<file path="src/hdl/mtep_pkg.sv">
// Package for the MIDI track event parser: item types, byte classes,
// parse phases and byte constants. No dependencies.
`timescale 1ns / 1ps
package mtep_pkg;

   // Input item: one byte of a track chunk body with its framing flags.
   typedef struct packed {
      logic [7:0] data_byte;
      logic       track_start;
      logic       track_end;
      logic [7:0] track_number;
      logic       file_start;
   } req_type;

   // Result item.
   typedef struct packed {
      logic [1:0]  kind;
      logic [63:0] tick;
      logic [3:0]  channel;
      logic [7:0]  track;
      logic [3:0]  msg_type;
      logic [7:0]  first_data;
      logic [7:0]  second_data;
      logic [23:0] tempo_value;
   } rsp_type;

   // Classification of a byte, worked out by the front end.
   typedef struct packed {
      logic is_meta;
      logic is_sysex;
      logic is_status;
      logic is_bad_system;
      logic is_blank;
      logic is_text_type;
      logic is_tempo_type;
   } byte_class_type;

   // Queue entry between front and back.
   typedef struct packed {
      req_type        req;
      byte_class_type cls;
   } queue_item_type;

   typedef enum logic [3:0] {
      PH_DELTA,
      PH_STATUS,
      PH_META_TYPE,
      PH_META_LEN,
      PH_SYSEX_LEN,
      PH_TEMPO,
      PH_TEXT,
      PH_SKIP,
      PH_DATA1,
      PH_DATA2
   } phase_type;

   localparam logic [1:0] KIND_CHANNEL    = 2'd0;
   localparam logic [1:0] KIND_TEMPO      = 2'd1;
   localparam logic [1:0] KIND_LOOP_START = 2'd2;
   localparam logic [1:0] KIND_LOOP_END   = 2'd3;

   localparam logic [7:0] BYTE_META       = 8'hFF;
   localparam logic [7:0] BYTE_SYSEX      = 8'hF0;
   localparam logic [7:0] BYTE_SYSEX_ESC  = 8'hF7;
   localparam logic [7:0] META_TEMPO      = 8'h51;
   localparam logic [7:0] META_TEXT_FIRST = 8'h01;
   localparam logic [7:0] META_TEXT_LAST  = 8'h07;
   localparam logic [7:0] CHAR_SPACE      = 8'h20;
   localparam logic [7:0] CHAR_TAB        = 8'h09;
   localparam logic [7:0] CHAR_CR         = 8'h0D;
   localparam logic [7:0] CHAR_LF         = 8'h0A;
   localparam logic [7:0] CHAR_LOOP_START = 8'h5B;
   localparam logic [7:0] CHAR_LOOP_END   = 8'h5D;

   localparam logic [3:0] MSG_NOTE_OFF   = 4'h8;
   localparam logic [3:0] MSG_NOTE_ON    = 4'h9;
   localparam logic [3:0] MSG_POLY_AT    = 4'hA;
   localparam logic [3:0] MSG_PROGRAM    = 4'hC;
   localparam logic [3:0] MSG_CHANNEL_AT = 4'hD;
   localparam logic [3:0] NIBBLE_SYSTEM  = 4'hF;

endpackage

</file>
<file path="src/hdl/mtep_front.sv">
// Front end: accepts input items and classifies each byte for the parser.
// Depends on mtep_pkg.
`timescale 1ns / 1ps
module mtep_front (
   input  logic                    req_valid,
   output logic                    req_ready,
   input  mtep_pkg::req_type       req_data,
   input  logic                    queue_full,
   output logic                    push,
   output mtep_pkg::queue_item_type push_item
);
   import mtep_pkg::*;

   logic [7:0]     b;
   byte_class_type cls;

   assign b = req_data.data_byte;

   // Byte classes used by the status, meta type and text phases.
   always_comb begin
      cls.is_meta       = (b == BYTE_META);
      cls.is_sysex      = (b == BYTE_SYSEX) || (b == BYTE_SYSEX_ESC);
      cls.is_status     = b[7];
      cls.is_bad_system = (b[7:4] == NIBBLE_SYSTEM) && !cls.is_meta && !cls.is_sysex;
      cls.is_blank      = (b == CHAR_SPACE) || (b == CHAR_TAB) ||
                          (b == CHAR_CR) || (b == CHAR_LF);
      cls.is_text_type  = (b >= META_TEXT_FIRST) && (b <= META_TEXT_LAST);
      cls.is_tempo_type = (b == META_TEMPO);
   end

   // An item is taken whenever the queue has room.
   assign req_ready = !queue_full;
   assign push      = req_valid && !queue_full;

   always_comb begin
      push_item.req = req_data;
      push_item.cls = cls;
   end
endmodule

</file>
<file path="src/hdl/mtep_queue.sv">
// Short queue of classified items between the front and back ends.
// Depends on mtep_pkg.
`timescale 1ns / 1ps
module mtep_queue (
   input  logic                     clock,
   input  logic                     reset,
   input  logic                     push,
   input  mtep_pkg::queue_item_type push_item,
   output logic                     full,
   input  logic                     pop,
   output logic                     pop_valid,
   output mtep_pkg::queue_item_type pop_item
);
   import mtep_pkg::*;

   localparam int DEPTH = 4;
   localparam int AW    = $clog2(DEPTH);

   queue_item_type    mem_ff [DEPTH];
   logic [AW-1:0]     wr_ptr_ff, wr_ptr_in;
   logic [AW-1:0]     rd_ptr_ff, rd_ptr_in;
   logic [AW:0]       count_ff, count_in;

   assign full      = (count_ff == (AW+1)'(DEPTH));
   assign pop_valid = (count_ff != '0);
   assign pop_item  = mem_ff[rd_ptr_ff];

   // Pointer and fill count updates.
   always_comb begin
      wr_ptr_in = push ? wr_ptr_ff + 1'b1 : wr_ptr_ff;
      rd_ptr_in = pop  ? rd_ptr_ff + 1'b1 : rd_ptr_ff;
      count_in  = count_ff + (AW+1)'(push) - (AW+1)'(pop);
   end

   always_ff @(posedge clock) begin
      if (reset) begin
         wr_ptr_ff <= '0;
         rd_ptr_ff <= '0;
         count_ff  <= '0;
      end else begin
         wr_ptr_ff <= wr_ptr_in;
         rd_ptr_ff <= rd_ptr_in;
         count_ff  <= count_in;
      end
   end

   // Storage needs no reset.
   always_ff @(posedge clock) begin
      if (push) begin
         mem_ff[wr_ptr_ff] <= push_item;
      end
   end
endmodule

</file>
<file path="src/hdl/mtep_back.sv">
// Back end: track parse state machine and the result register.
// Depends on mtep_pkg.
`timescale 1ns / 1ps
module mtep_back #(
   parameter int TEXT_SCAN_BYTES = 32,
   parameter int VLQ_MAX_BYTES   = 4
) (
   input  logic                     clock,
   input  logic                     reset,
   input  logic                     item_valid,
   input  mtep_pkg::queue_item_type item,
   output logic                     pop,
   output logic                     rsp_valid,
   input  logic                     rsp_ready,
   output mtep_pkg::rsp_type        rsp_data
);
   import mtep_pkg::*;

   logic [63:0] tick_ff, tick_in;
   logic [7:0]  run_status_ff, run_status_in;
   phase_type   phase_ff, phase_in;
   logic [27:0] vlq_acc_ff, vlq_acc_in;
   logic [2:0]  vlq_cnt_ff, vlq_cnt_in;
   logic        meta_text_ff, meta_text_in;
   logic        meta_tempo_ff, meta_tempo_in;
   logic [27:0] remain_ff, remain_in;
   logic [5:0]  text_seen_ff, text_seen_in;
   logic [1:0]  text_nb_ff, text_nb_in;
   logic [7:0]  text_char_ff, text_char_in;
   logic [7:0]  cur_status_ff, cur_status_in;
   logic [7:0]  held_ff, held_in;
   logic [23:0] tempo_ff, tempo_in;
   logic        loop_start_ff, loop_start_in;
   logic        loop_end_ff, loop_end_in;
   logic        err_ff, err_in;
   logic        out_valid_ff, out_valid_in;
   rsp_type     out_data_ff, out_data_in;

   logic        emit;
   rsp_type     res;
   logic [7:0]  b;
   logic [27:0] acc_n;
   logic [2:0]  cnt_n;
   logic [3:0]  mtype;

   assign b   = item.req.data_byte;
   assign pop = item_valid && (!out_valid_ff || rsp_ready);

   // One parse step for the item at the head of the queue.
   always_comb begin
      tick_in       = tick_ff;
      run_status_in = run_status_ff;
      phase_in      = phase_ff;
      vlq_acc_in    = vlq_acc_ff;
      vlq_cnt_in    = vlq_cnt_ff;
      meta_text_in  = meta_text_ff;
      meta_tempo_in = meta_tempo_ff;
      remain_in     = remain_ff;
      text_seen_in  = text_seen_ff;
      text_nb_in    = text_nb_ff;
      text_char_in  = text_char_ff;
      cur_status_in = cur_status_ff;
      held_in       = held_ff;
      tempo_in      = tempo_ff;
      loop_start_in = loop_start_ff;
      loop_end_in   = loop_end_ff;
      err_in        = err_ff;
      emit          = 1'b0;
      res           = '0;
      acc_n         = '0;
      cnt_n         = '0;
      mtype         = '0;

      if (item.req.file_start) begin
         loop_start_in = 1'b0;
         loop_end_in   = 1'b0;
      end
      if (item.req.track_start) begin
         tick_in       = '0;
         run_status_in = '0;
         err_in        = 1'b0;
         phase_in      = PH_DELTA;
         vlq_acc_in    = '0;
         vlq_cnt_in    = '0;
         remain_in     = '0;
      end

      if (!err_in) begin
         case (phase_in)
            PH_STATUS: begin
               if (item.cls.is_meta) begin
                  run_status_in = '0;
                  phase_in      = PH_META_TYPE;
               end else if (item.cls.is_sysex) begin
                  run_status_in = '0;
                  vlq_acc_in    = '0;
                  vlq_cnt_in    = '0;
                  phase_in      = PH_SYSEX_LEN;
               end else if (item.cls.is_bad_system) begin
                  err_in = 1'b1;
               end else if (item.cls.is_status) begin
                  run_status_in = b;
                  cur_status_in = b;
                  phase_in      = PH_DATA1;
               end else if (run_status_in == '0) begin
                  err_in = 1'b1;
               end else begin
                  // Running status: this byte is the first data byte.
                  cur_status_in = run_status_in;
                  held_in       = b;
                  phase_in      = PH_DELTA;
                  if (cur_status_in[7:4] == MSG_PROGRAM) begin
                     emit             = 1'b1;
                     res.kind         = KIND_CHANNEL;
                     res.channel      = cur_status_in[3:0];
                     res.track        = item.req.track_number;
                     res.msg_type     = MSG_PROGRAM;
                     res.first_data   = b;
                  end else if (cur_status_in[7:4] != MSG_CHANNEL_AT) begin
                     phase_in = PH_DATA2;
                  end
               end
            end
            PH_META_TYPE: begin
               meta_text_in  = item.cls.is_text_type;
               meta_tempo_in = item.cls.is_tempo_type;
               text_seen_in  = '0;
               text_nb_in    = '0;
               text_char_in  = '0;
               vlq_acc_in    = '0;
               vlq_cnt_in    = '0;
               phase_in      = PH_META_LEN;
            end
            PH_META_LEN, PH_SYSEX_LEN: begin
               acc_n      = {vlq_acc_in[20:0], b[6:0]};
               cnt_n      = vlq_cnt_in + 3'd1;
               vlq_acc_in = acc_n;
               vlq_cnt_in = cnt_n;
               if (b[7]) begin
                  if (cnt_n >= 3'(VLQ_MAX_BYTES)) begin
                     err_in = 1'b1;
                  end
               end else begin
                  vlq_cnt_in = '0;
                  remain_in  = acc_n;
                  if (phase_in == PH_META_LEN && meta_tempo_in && acc_n == 28'd3) begin
                     tempo_in = '0;
                     phase_in = PH_TEMPO;
                  end else if (phase_in == PH_META_LEN && meta_text_in) begin
                     if (acc_n == '0) begin
                        phase_in = PH_DELTA;
                        if (text_nb_in == 2'd1) begin
                           if (text_char_in == CHAR_LOOP_START && !loop_start_in) begin
                              loop_start_in = 1'b1;
                              emit          = 1'b1;
                              res.kind      = KIND_LOOP_START;
                           end else if (text_char_in == CHAR_LOOP_END && !loop_end_in) begin
                              loop_end_in = 1'b1;
                              emit        = 1'b1;
                              res.kind    = KIND_LOOP_END;
                           end
                        end
                     end else begin
                        phase_in = PH_TEXT;
                     end
                  end else begin
                     phase_in = (acc_n == '0) ? PH_DELTA : PH_SKIP;
                  end
               end
            end
            PH_TEMPO: begin
               tempo_in  = {tempo_in[15:0], b};
               remain_in = remain_in - 28'd1;
               if (remain_in == '0) begin
                  phase_in        = PH_DELTA;
                  emit            = 1'b1;
                  res.kind        = KIND_TEMPO;
                  res.tempo_value = tempo_in;
               end
            end
            PH_TEXT: begin
               // Only the first bytes of the text are scanned.
               if (text_seen_in < 6'(TEXT_SCAN_BYTES)) begin
                  if (!item.cls.is_blank) begin
                     if (text_nb_in == 2'd0) begin
                        text_char_in = b;
                     end
                     if (text_nb_in < 2'd2) begin
                        text_nb_in = text_nb_in + 2'd1;
                     end
                  end
                  text_seen_in = text_seen_in + 6'd1;
               end
               remain_in = remain_in - 28'd1;
               if (remain_in == '0) begin
                  phase_in = PH_DELTA;
                  if (text_nb_in == 2'd1) begin
                     if (text_char_in == CHAR_LOOP_START && !loop_start_in) begin
                        loop_start_in = 1'b1;
                        emit          = 1'b1;
                        res.kind      = KIND_LOOP_START;
                     end else if (text_char_in == CHAR_LOOP_END && !loop_end_in) begin
                        loop_end_in = 1'b1;
                        emit        = 1'b1;
                        res.kind    = KIND_LOOP_END;
                     end
                  end
               end
            end
            PH_SKIP: begin
               remain_in = remain_in - 28'd1;
               if (remain_in == '0) begin
                  phase_in = PH_DELTA;
               end
            end
            PH_DATA1: begin
               held_in  = b;
               phase_in = PH_DELTA;
               if (cur_status_in[7:4] == MSG_PROGRAM) begin
                  emit           = 1'b1;
                  res.kind       = KIND_CHANNEL;
                  res.channel    = cur_status_in[3:0];
                  res.track      = item.req.track_number;
                  res.msg_type   = MSG_PROGRAM;
                  res.first_data = b;
               end else if (cur_status_in[7:4] != MSG_CHANNEL_AT) begin
                  phase_in = PH_DATA2;
               end
            end
            PH_DATA2: begin
               phase_in = PH_DELTA;
               mtype    = cur_status_in[7:4];
               if (mtype != MSG_POLY_AT) begin
                  if (mtype == MSG_NOTE_ON && b == '0) begin
                     mtype = MSG_NOTE_OFF;
                  end
                  emit            = 1'b1;
                  res.kind        = KIND_CHANNEL;
                  res.channel     = cur_status_in[3:0];
                  res.track       = item.req.track_number;
                  res.msg_type    = mtype;
                  res.first_data  = held_in;
                  res.second_data = b;
               end
            end
            default: begin
               // Delta time: a variable-length number added to the tick.
               if (vlq_cnt_in == '0) begin
                  vlq_acc_in = '0;
               end
               phase_in   = PH_DELTA;
               acc_n      = {vlq_acc_in[20:0], b[6:0]};
               cnt_n      = vlq_cnt_in + 3'd1;
               vlq_acc_in = acc_n;
               vlq_cnt_in = cnt_n;
               if (b[7]) begin
                  if (cnt_n >= 3'(VLQ_MAX_BYTES)) begin
                     err_in = 1'b1;
                  end
               end else begin
                  vlq_cnt_in = '0;
                  tick_in    = tick_in + {36'd0, acc_n};
                  vlq_acc_in = '0;
                  phase_in   = PH_STATUS;
               end
            end
         endcase
      end

      res.tick = tick_in;

      if (item.req.track_end) begin
         phase_in   = PH_DELTA;
         vlq_acc_in = '0;
         vlq_cnt_in = '0;
         remain_in  = '0;
         err_in     = 1'b0;
      end
   end

   // Result register: loaded on a step that gives a result, freed when taken.
   always_comb begin
      out_data_in  = out_data_ff;
      out_valid_in = out_valid_ff;
      if (pop) begin
         out_valid_in = emit;
         out_data_in  = res;
      end else if (rsp_ready) begin
         out_valid_in = 1'b0;
      end
   end

   always_ff @(posedge clock) begin
      if (reset) begin
         tick_ff       <= '0;
         run_status_ff <= '0;
         phase_ff      <= PH_DELTA;
         vlq_acc_ff    <= '0;
         vlq_cnt_ff    <= '0;
         meta_text_ff  <= 1'b0;
         meta_tempo_ff <= 1'b0;
         remain_ff     <= '0;
         text_seen_ff  <= '0;
         text_nb_ff    <= '0;
         text_char_ff  <= '0;
         cur_status_ff <= '0;
         held_ff       <= '0;
         tempo_ff      <= '0;
         loop_start_ff <= 1'b0;
         loop_end_ff   <= 1'b0;
         err_ff        <= 1'b0;
         out_valid_ff  <= 1'b0;
      end else begin
         if (pop) begin
            tick_ff       <= tick_in;
            run_status_ff <= run_status_in;
            phase_ff      <= phase_in;
            vlq_acc_ff    <= vlq_acc_in;
            vlq_cnt_ff    <= vlq_cnt_in;
            meta_text_ff  <= meta_text_in;
            meta_tempo_ff <= meta_tempo_in;
            remain_ff     <= remain_in;
            text_seen_ff  <= text_seen_in;
            text_nb_ff    <= text_nb_in;
            text_char_ff  <= text_char_in;
            cur_status_ff <= cur_status_in;
            held_ff       <= held_in;
            tempo_ff      <= tempo_in;
            loop_start_ff <= loop_start_in;
            loop_end_ff   <= loop_end_in;
            err_ff        <= err_in;
         end
         out_valid_ff <= out_valid_in;
      end
   end

   always_ff @(posedge clock) begin
      out_data_ff <= out_data_in;
   end

   assign rsp_valid = out_valid_ff;
   assign rsp_data  = out_data_ff;
endmodule

</file>
<file path="src/hdl/midi_track_event_parser_top.sv">
// Top level of the MIDI track event parser: front end, queue, back end.
// Depends on mtep_pkg, mtep_front, mtep_queue and mtep_back.
//
//   Channel   Direction  Handshake               Payload
//   req_      in         req_valid / req_ready   req_data (mtep_pkg::req_type)
//   rsp_      out        rsp_valid / rsp_ready   rsp_data (mtep_pkg::rsp_type)
//
// One byte is taken per cycle while the queue is not full; each byte is one
// parse step in the back end. A result passes through the queue, then the
// result register. A stalled result stops the back end only; the four-entry
// queue keeps accepting bytes until it fills. Reset clears all parse state.
`timescale 1ns / 1ps
module midi_track_event_parser_top #(
   parameter int TEXT_SCAN_BYTES = 32,
   parameter int VLQ_MAX_BYTES   = 4
) (
   input  logic              clock,
   input  logic              reset,
   input  logic              req_valid,
   output logic              req_ready,
   input  mtep_pkg::req_type req_data,
   output logic              rsp_valid,
   input  logic              rsp_ready,
   output mtep_pkg::rsp_type rsp_data
);
   import mtep_pkg::*;

   logic           queue_full;
   logic           push;
   queue_item_type push_item;
   logic           pop;
   logic           pop_valid;
   queue_item_type pop_item;

   mtep_front u_front (
      .req_valid  (req_valid),
      .req_ready  (req_ready),
      .req_data   (req_data),
      .queue_full (queue_full),
      .push       (push),
      .push_item  (push_item)
   );

   mtep_queue u_queue (
      .clock     (clock),
      .reset     (reset),
      .push      (push),
      .push_item (push_item),
      .full      (queue_full),
      .pop       (pop),
      .pop_valid (pop_valid),
      .pop_item  (pop_item)
   );

   mtep_back #(
      .TEXT_SCAN_BYTES (TEXT_SCAN_BYTES),
      .VLQ_MAX_BYTES   (VLQ_MAX_BYTES)
   ) u_back (
      .clock      (clock),
      .reset      (reset),
      .item_valid (pop_valid),
      .item       (pop_item),
      .pop        (pop),
      .rsp_valid  (rsp_valid),
      .rsp_ready  (rsp_ready),
      .rsp_data   (rsp_data)
   );
endmodule
</file>
<file path="config.mk">
export PLATFORM = sky130hd
export DESIGN_NAME = midi_track_event_parser_top
export DESIGN_NICKNAME = d
export VERILOG_FILES = /design/src/hdl/mtep_pkg.sv /design/src/hdl/mtep_front.sv /design/src/hdl/mtep_queue.sv /design/src/hdl/mtep_back.sv /design/src/hdl/midi_track_event_parser_top.sv
export SDC_FILE = /design/constraint.sdc
export NUM_CORES = 1
export LEC_CHECK = 0
export BUFFER_PORTS_ARGS = -buffer_cell sky130_fd_sc_hd__buf_2
export CORE_UTILIZATION = 55
export DETAILED_ROUTE_END_ITERATION = 16
export PLACE_DENSITY_LB_ADDON = 0.12
export SLEW_MARGIN = 20
export SYNTH_ARGS = -nofsm -noshare
export SYNTH_HDL_FRONTEND = slang
export SYNTH_SLANG_ARGS = --single-unit
</file>
<file path="constraint.sdc">
create_clock -name clock -period 12.05 [get_ports clock]
set_clock_uncertainty 0.15 [all_clocks]
set_input_delay 3.615 -clock clock [delete_from_list [all_inputs] [get_ports clock]]
set_output_delay 3.615 -clock clock [all_outputs]
set_load 0.01 [all_outputs]
</file>
==> run summary <==
Period minus WS final: 6.55 ns
first-pass GRT wire length: 96.6 mm
Core ar.: 0.0388 mm^2
most crowded layer after global routing: met2
vias: 18448
Hold Path Cell Cnt: 2
total grt overflow: 0
fraction of layout cells with a size suffix above 1: 12.8%
Crit path arrival time: 6.84 ns
Mapped Area: 0.0218 mm^2
Rel. slew slack: 25.3%
Crit Reg-Reg Endpoint: u_back.rsp_data[14]
Remaining DRCs: 0
layout net count: 2441
number of synthesized register bits: 413
CP Max Fanout: 61
Syn. warnings: 0
PD cells: 228 mW/mm^2
CP endpoint: u_queue.count_ff[2]
sequential element share of the synthesized area: 48.2%
Worst Setup Path Type: in -> reg
initial antenna violation count: 0
Crit. Startpoint: rsp_ready
Syn Nets: 2390
number of gates resized after CTS: 0
Hold Crit Class: reg -> reg
R2R cell count: 14
gp weighted congestion: 0.901
Placed Area: 0.0227 mm^2
fmax: 153 MHz
Total Wirelength: 61.5 mm
met3 Usage GRT: 4.76%
Routed WL per cell: 21.0 um
outcome: finished clean
Antenna diodes: 0
largest net degree at the start of global routing: 102
max cap viols: 0
row cnt: 72
top-area cell type share of the netlist area: 30.6%
Post-Synthesis Cells: 2324
Die Ht: 201 um
drt pass-1 iters: 6
met1 Use GR: 40.5%
Startpoint Class: input port
# port buffers: 146
vias per std cell: 6.30
antenna viol nets, final: 0
Clock Tree Root: clkbuf_16
Final TNS setup: 0 ns
ys flop type: edfxtp_1
multi-input logic area: 0.0105 mm^2
Setup Buffers After CTS: 0
Post-synth EDFFs: 222
clk_lat worst skew: 0.60 ns
IO Count: 147
Layout Area Growth over Synthesis: 11.1%
Leak Pwr: 0.00900 uW
Async SR Flop Fraction: 0%
cell taking the most area after synthesis: edfxtp_1
Initial Utilization: 56.1%
Detail Placement HPWL: 39.2 mm
Hold-fix buffers, CTS: 0
post-route cell area: 0.0242 mm^2
Critical Path RT: 12.33 ns
CTS tree: yes
Reg clk slew, reported paths: 0.06 ns
r2r setup slk: 5.93 ns
RSZ-0062 raised after global routing: false
clock sink total: 413
initial DRC count: 1868
synth top area cells: edfxtp_1, dfxtp_1, nand2_1, nor2_1, a21oi_1
Final Setup Violations: 0
Peak supply drop: 0.000191 V
Fin. Hold Viols: 0
met2 Use GR: 49.4%
vias in the first global route: 17649
H-Tree Depth: 2
Synth cell types: 84
Storage cell area: 0.0105 mm^2
GRT Total Usage: 30.0%
Final Cycle Share: 54.4%
measured slew at the worst slew-check pin: 1.12 ns
number of fill cells: 3360
pins over their slew limit: 0
DIE AREA: 0.0404 mm^2
Bufs on Longest Clock Path: 3
Die Wd: 201 um
Num CTS Buffers: 44
crit path capture type: flip-flop
Synth Area per Inst: 9.37 um^2
-- metrics by stage --
step	total power [uW]	std cells	util, %	setup WS (ns)	hold slack (ns)
floorplan	3450	2324	-	2.29	0.277
global placement	4150	2847	58.6	5.00	0.286
detailed placement	4190	2847	58.6	4.93	0.291
CTS	5520	2928	62.3	5.53	0.299
global route	5800	2928	62.3	5.33	0.317
finish	5530	2928	62.3	5.50	0.300
-- how the worst min path moves through the flow --
stage                                   start                  end
after CTS                 u_back.tempo_ff[10]  u_back.tempo_ff[10]
after global placement    u_back.tempo_ff[10]  u_back.tempo_ff[10]
final                     u_back.tempo_ff[10]  u_back.tempo_ff[10]
after global routing      u_back.tempo_ff[14]  u_back.tempo_ff[14]
after detailed placement  u_back.tempo_ff[10]  u_back.tempo_ff[10]
after floorplan           u_back.tempo_ff[10]  u_back.tempo_ff[10]
-- worst max-delay path, cell delays in order --
cell,delay [ns]
buf_2,0.07
nand2b_1,0.17
o31ai_4,0.09
buf_4,0.34
inv_6,0.39
buf_4,0.68
ha_1,0.36
inv_1,0.06
ha_1,0.13
inv_1,0.05
fa_1,0.37
xor2_1,0.17
xnor2_1,0.14
nor2_1,0.06
-- synthesized netlist by cell type (15+ instances only) --
cell / n
ha_1: 41
a211oi_1: 17
nor4_1: 29
mux2i_1: 23
buf_2: 15
dfxtp_1: 191
inv_1: 45
nor2b_1: 33
and2_1: 51
a31oi_1: 41
xnor2_1: 29
nor3_1: 49
nand4_1: 37
nand2b_1: 16
a21oi_1: 163
nand3_1: 92
o21ai_0: 145
edfxtp_1: 222
clkbuf_1: 135
a22oi_1: 45
or3_1: 31
a21o_1: 23
and3_1: 37
nand2_1: 259
buf_1: 15
xor2_1: 48
nor2_1: 231
mux4_2: 23
-- final cells by class --
type	count	share of cell area [%]
Clock buffer	61	5.02
Clock inverter	20	0.895
Inverter	46	0.735
Multi-Input combinational cell	1695	43.3
Sequential cell	413	43.4
Tap cell	518	2.68
Timing Repair Buffer	175	3.95
-- where the power goes --
part / total [uW] / leakage [uW] / internal, uW / switching [uW]
combinational: 2130 / 0.00457 / 630 / 1500
clock: 1330 / 0.000695 / 758 / 576
sequential: 2060 / 0.00373 / 1880 / 182
-- layer usage --
layer	vias to the layer above	share of wire, %
met2	740	47
li1	8681	-
met1	8908	43
met4	0	2.5
met3	119	7.4
met5	-	0
-- sequential cells by signal (all words and copies together) (netlist names), 8 cells and up, named ones only --
name                  flops
u_back.remain_ff         28
u_back.tempo_ff          16
u_back.run_status_ff      8
u_back.rsp_data         122
u_back.cur_status_ff      8
u_back.vlq_acc_ff        21
u_queue.mem_ff          100
u_back.tick_ff           64
u_back.held_ff            8
u_back.text_char_ff       8
-- layout by cell type (no fill, tap or decap), drive strengths merged, types with 29 or more instances in the layout --
master,n
a21oi,164
a22oi,45
a31oi,41
and2,51
and3,37
buf,175
clkbuf,61
dfxtp,191
edfxtp,222
ha,41
inv,49
nand2,259
nand3,93
nand4,37
nor2,232
nor2b,33
nor3,54
nor4,33
o21ai,149
or3,31
xnor2,29
xor2,48
-- kinds of logic (layout without fill, tap and decap cells) --
group | after synthesis | count (layout) | synth area share, %
buffers and inverters | 216 | 302 | 3.92
XOR/XNOR | 77 | 77 | 3.10
adder cells (fa/ha/maj) | 43 | 43 | 2.54
multiplexers | 53 | 53 | 3.80
AND/OR/NAND/NOR | 923 | 923 | 20.8
flip-flops | 413 | 413 | 48.2
AO/OA/AOI/OAI | 599 | 599 | 17.7
Note: power is estimated with default switching activity, not from simulation.
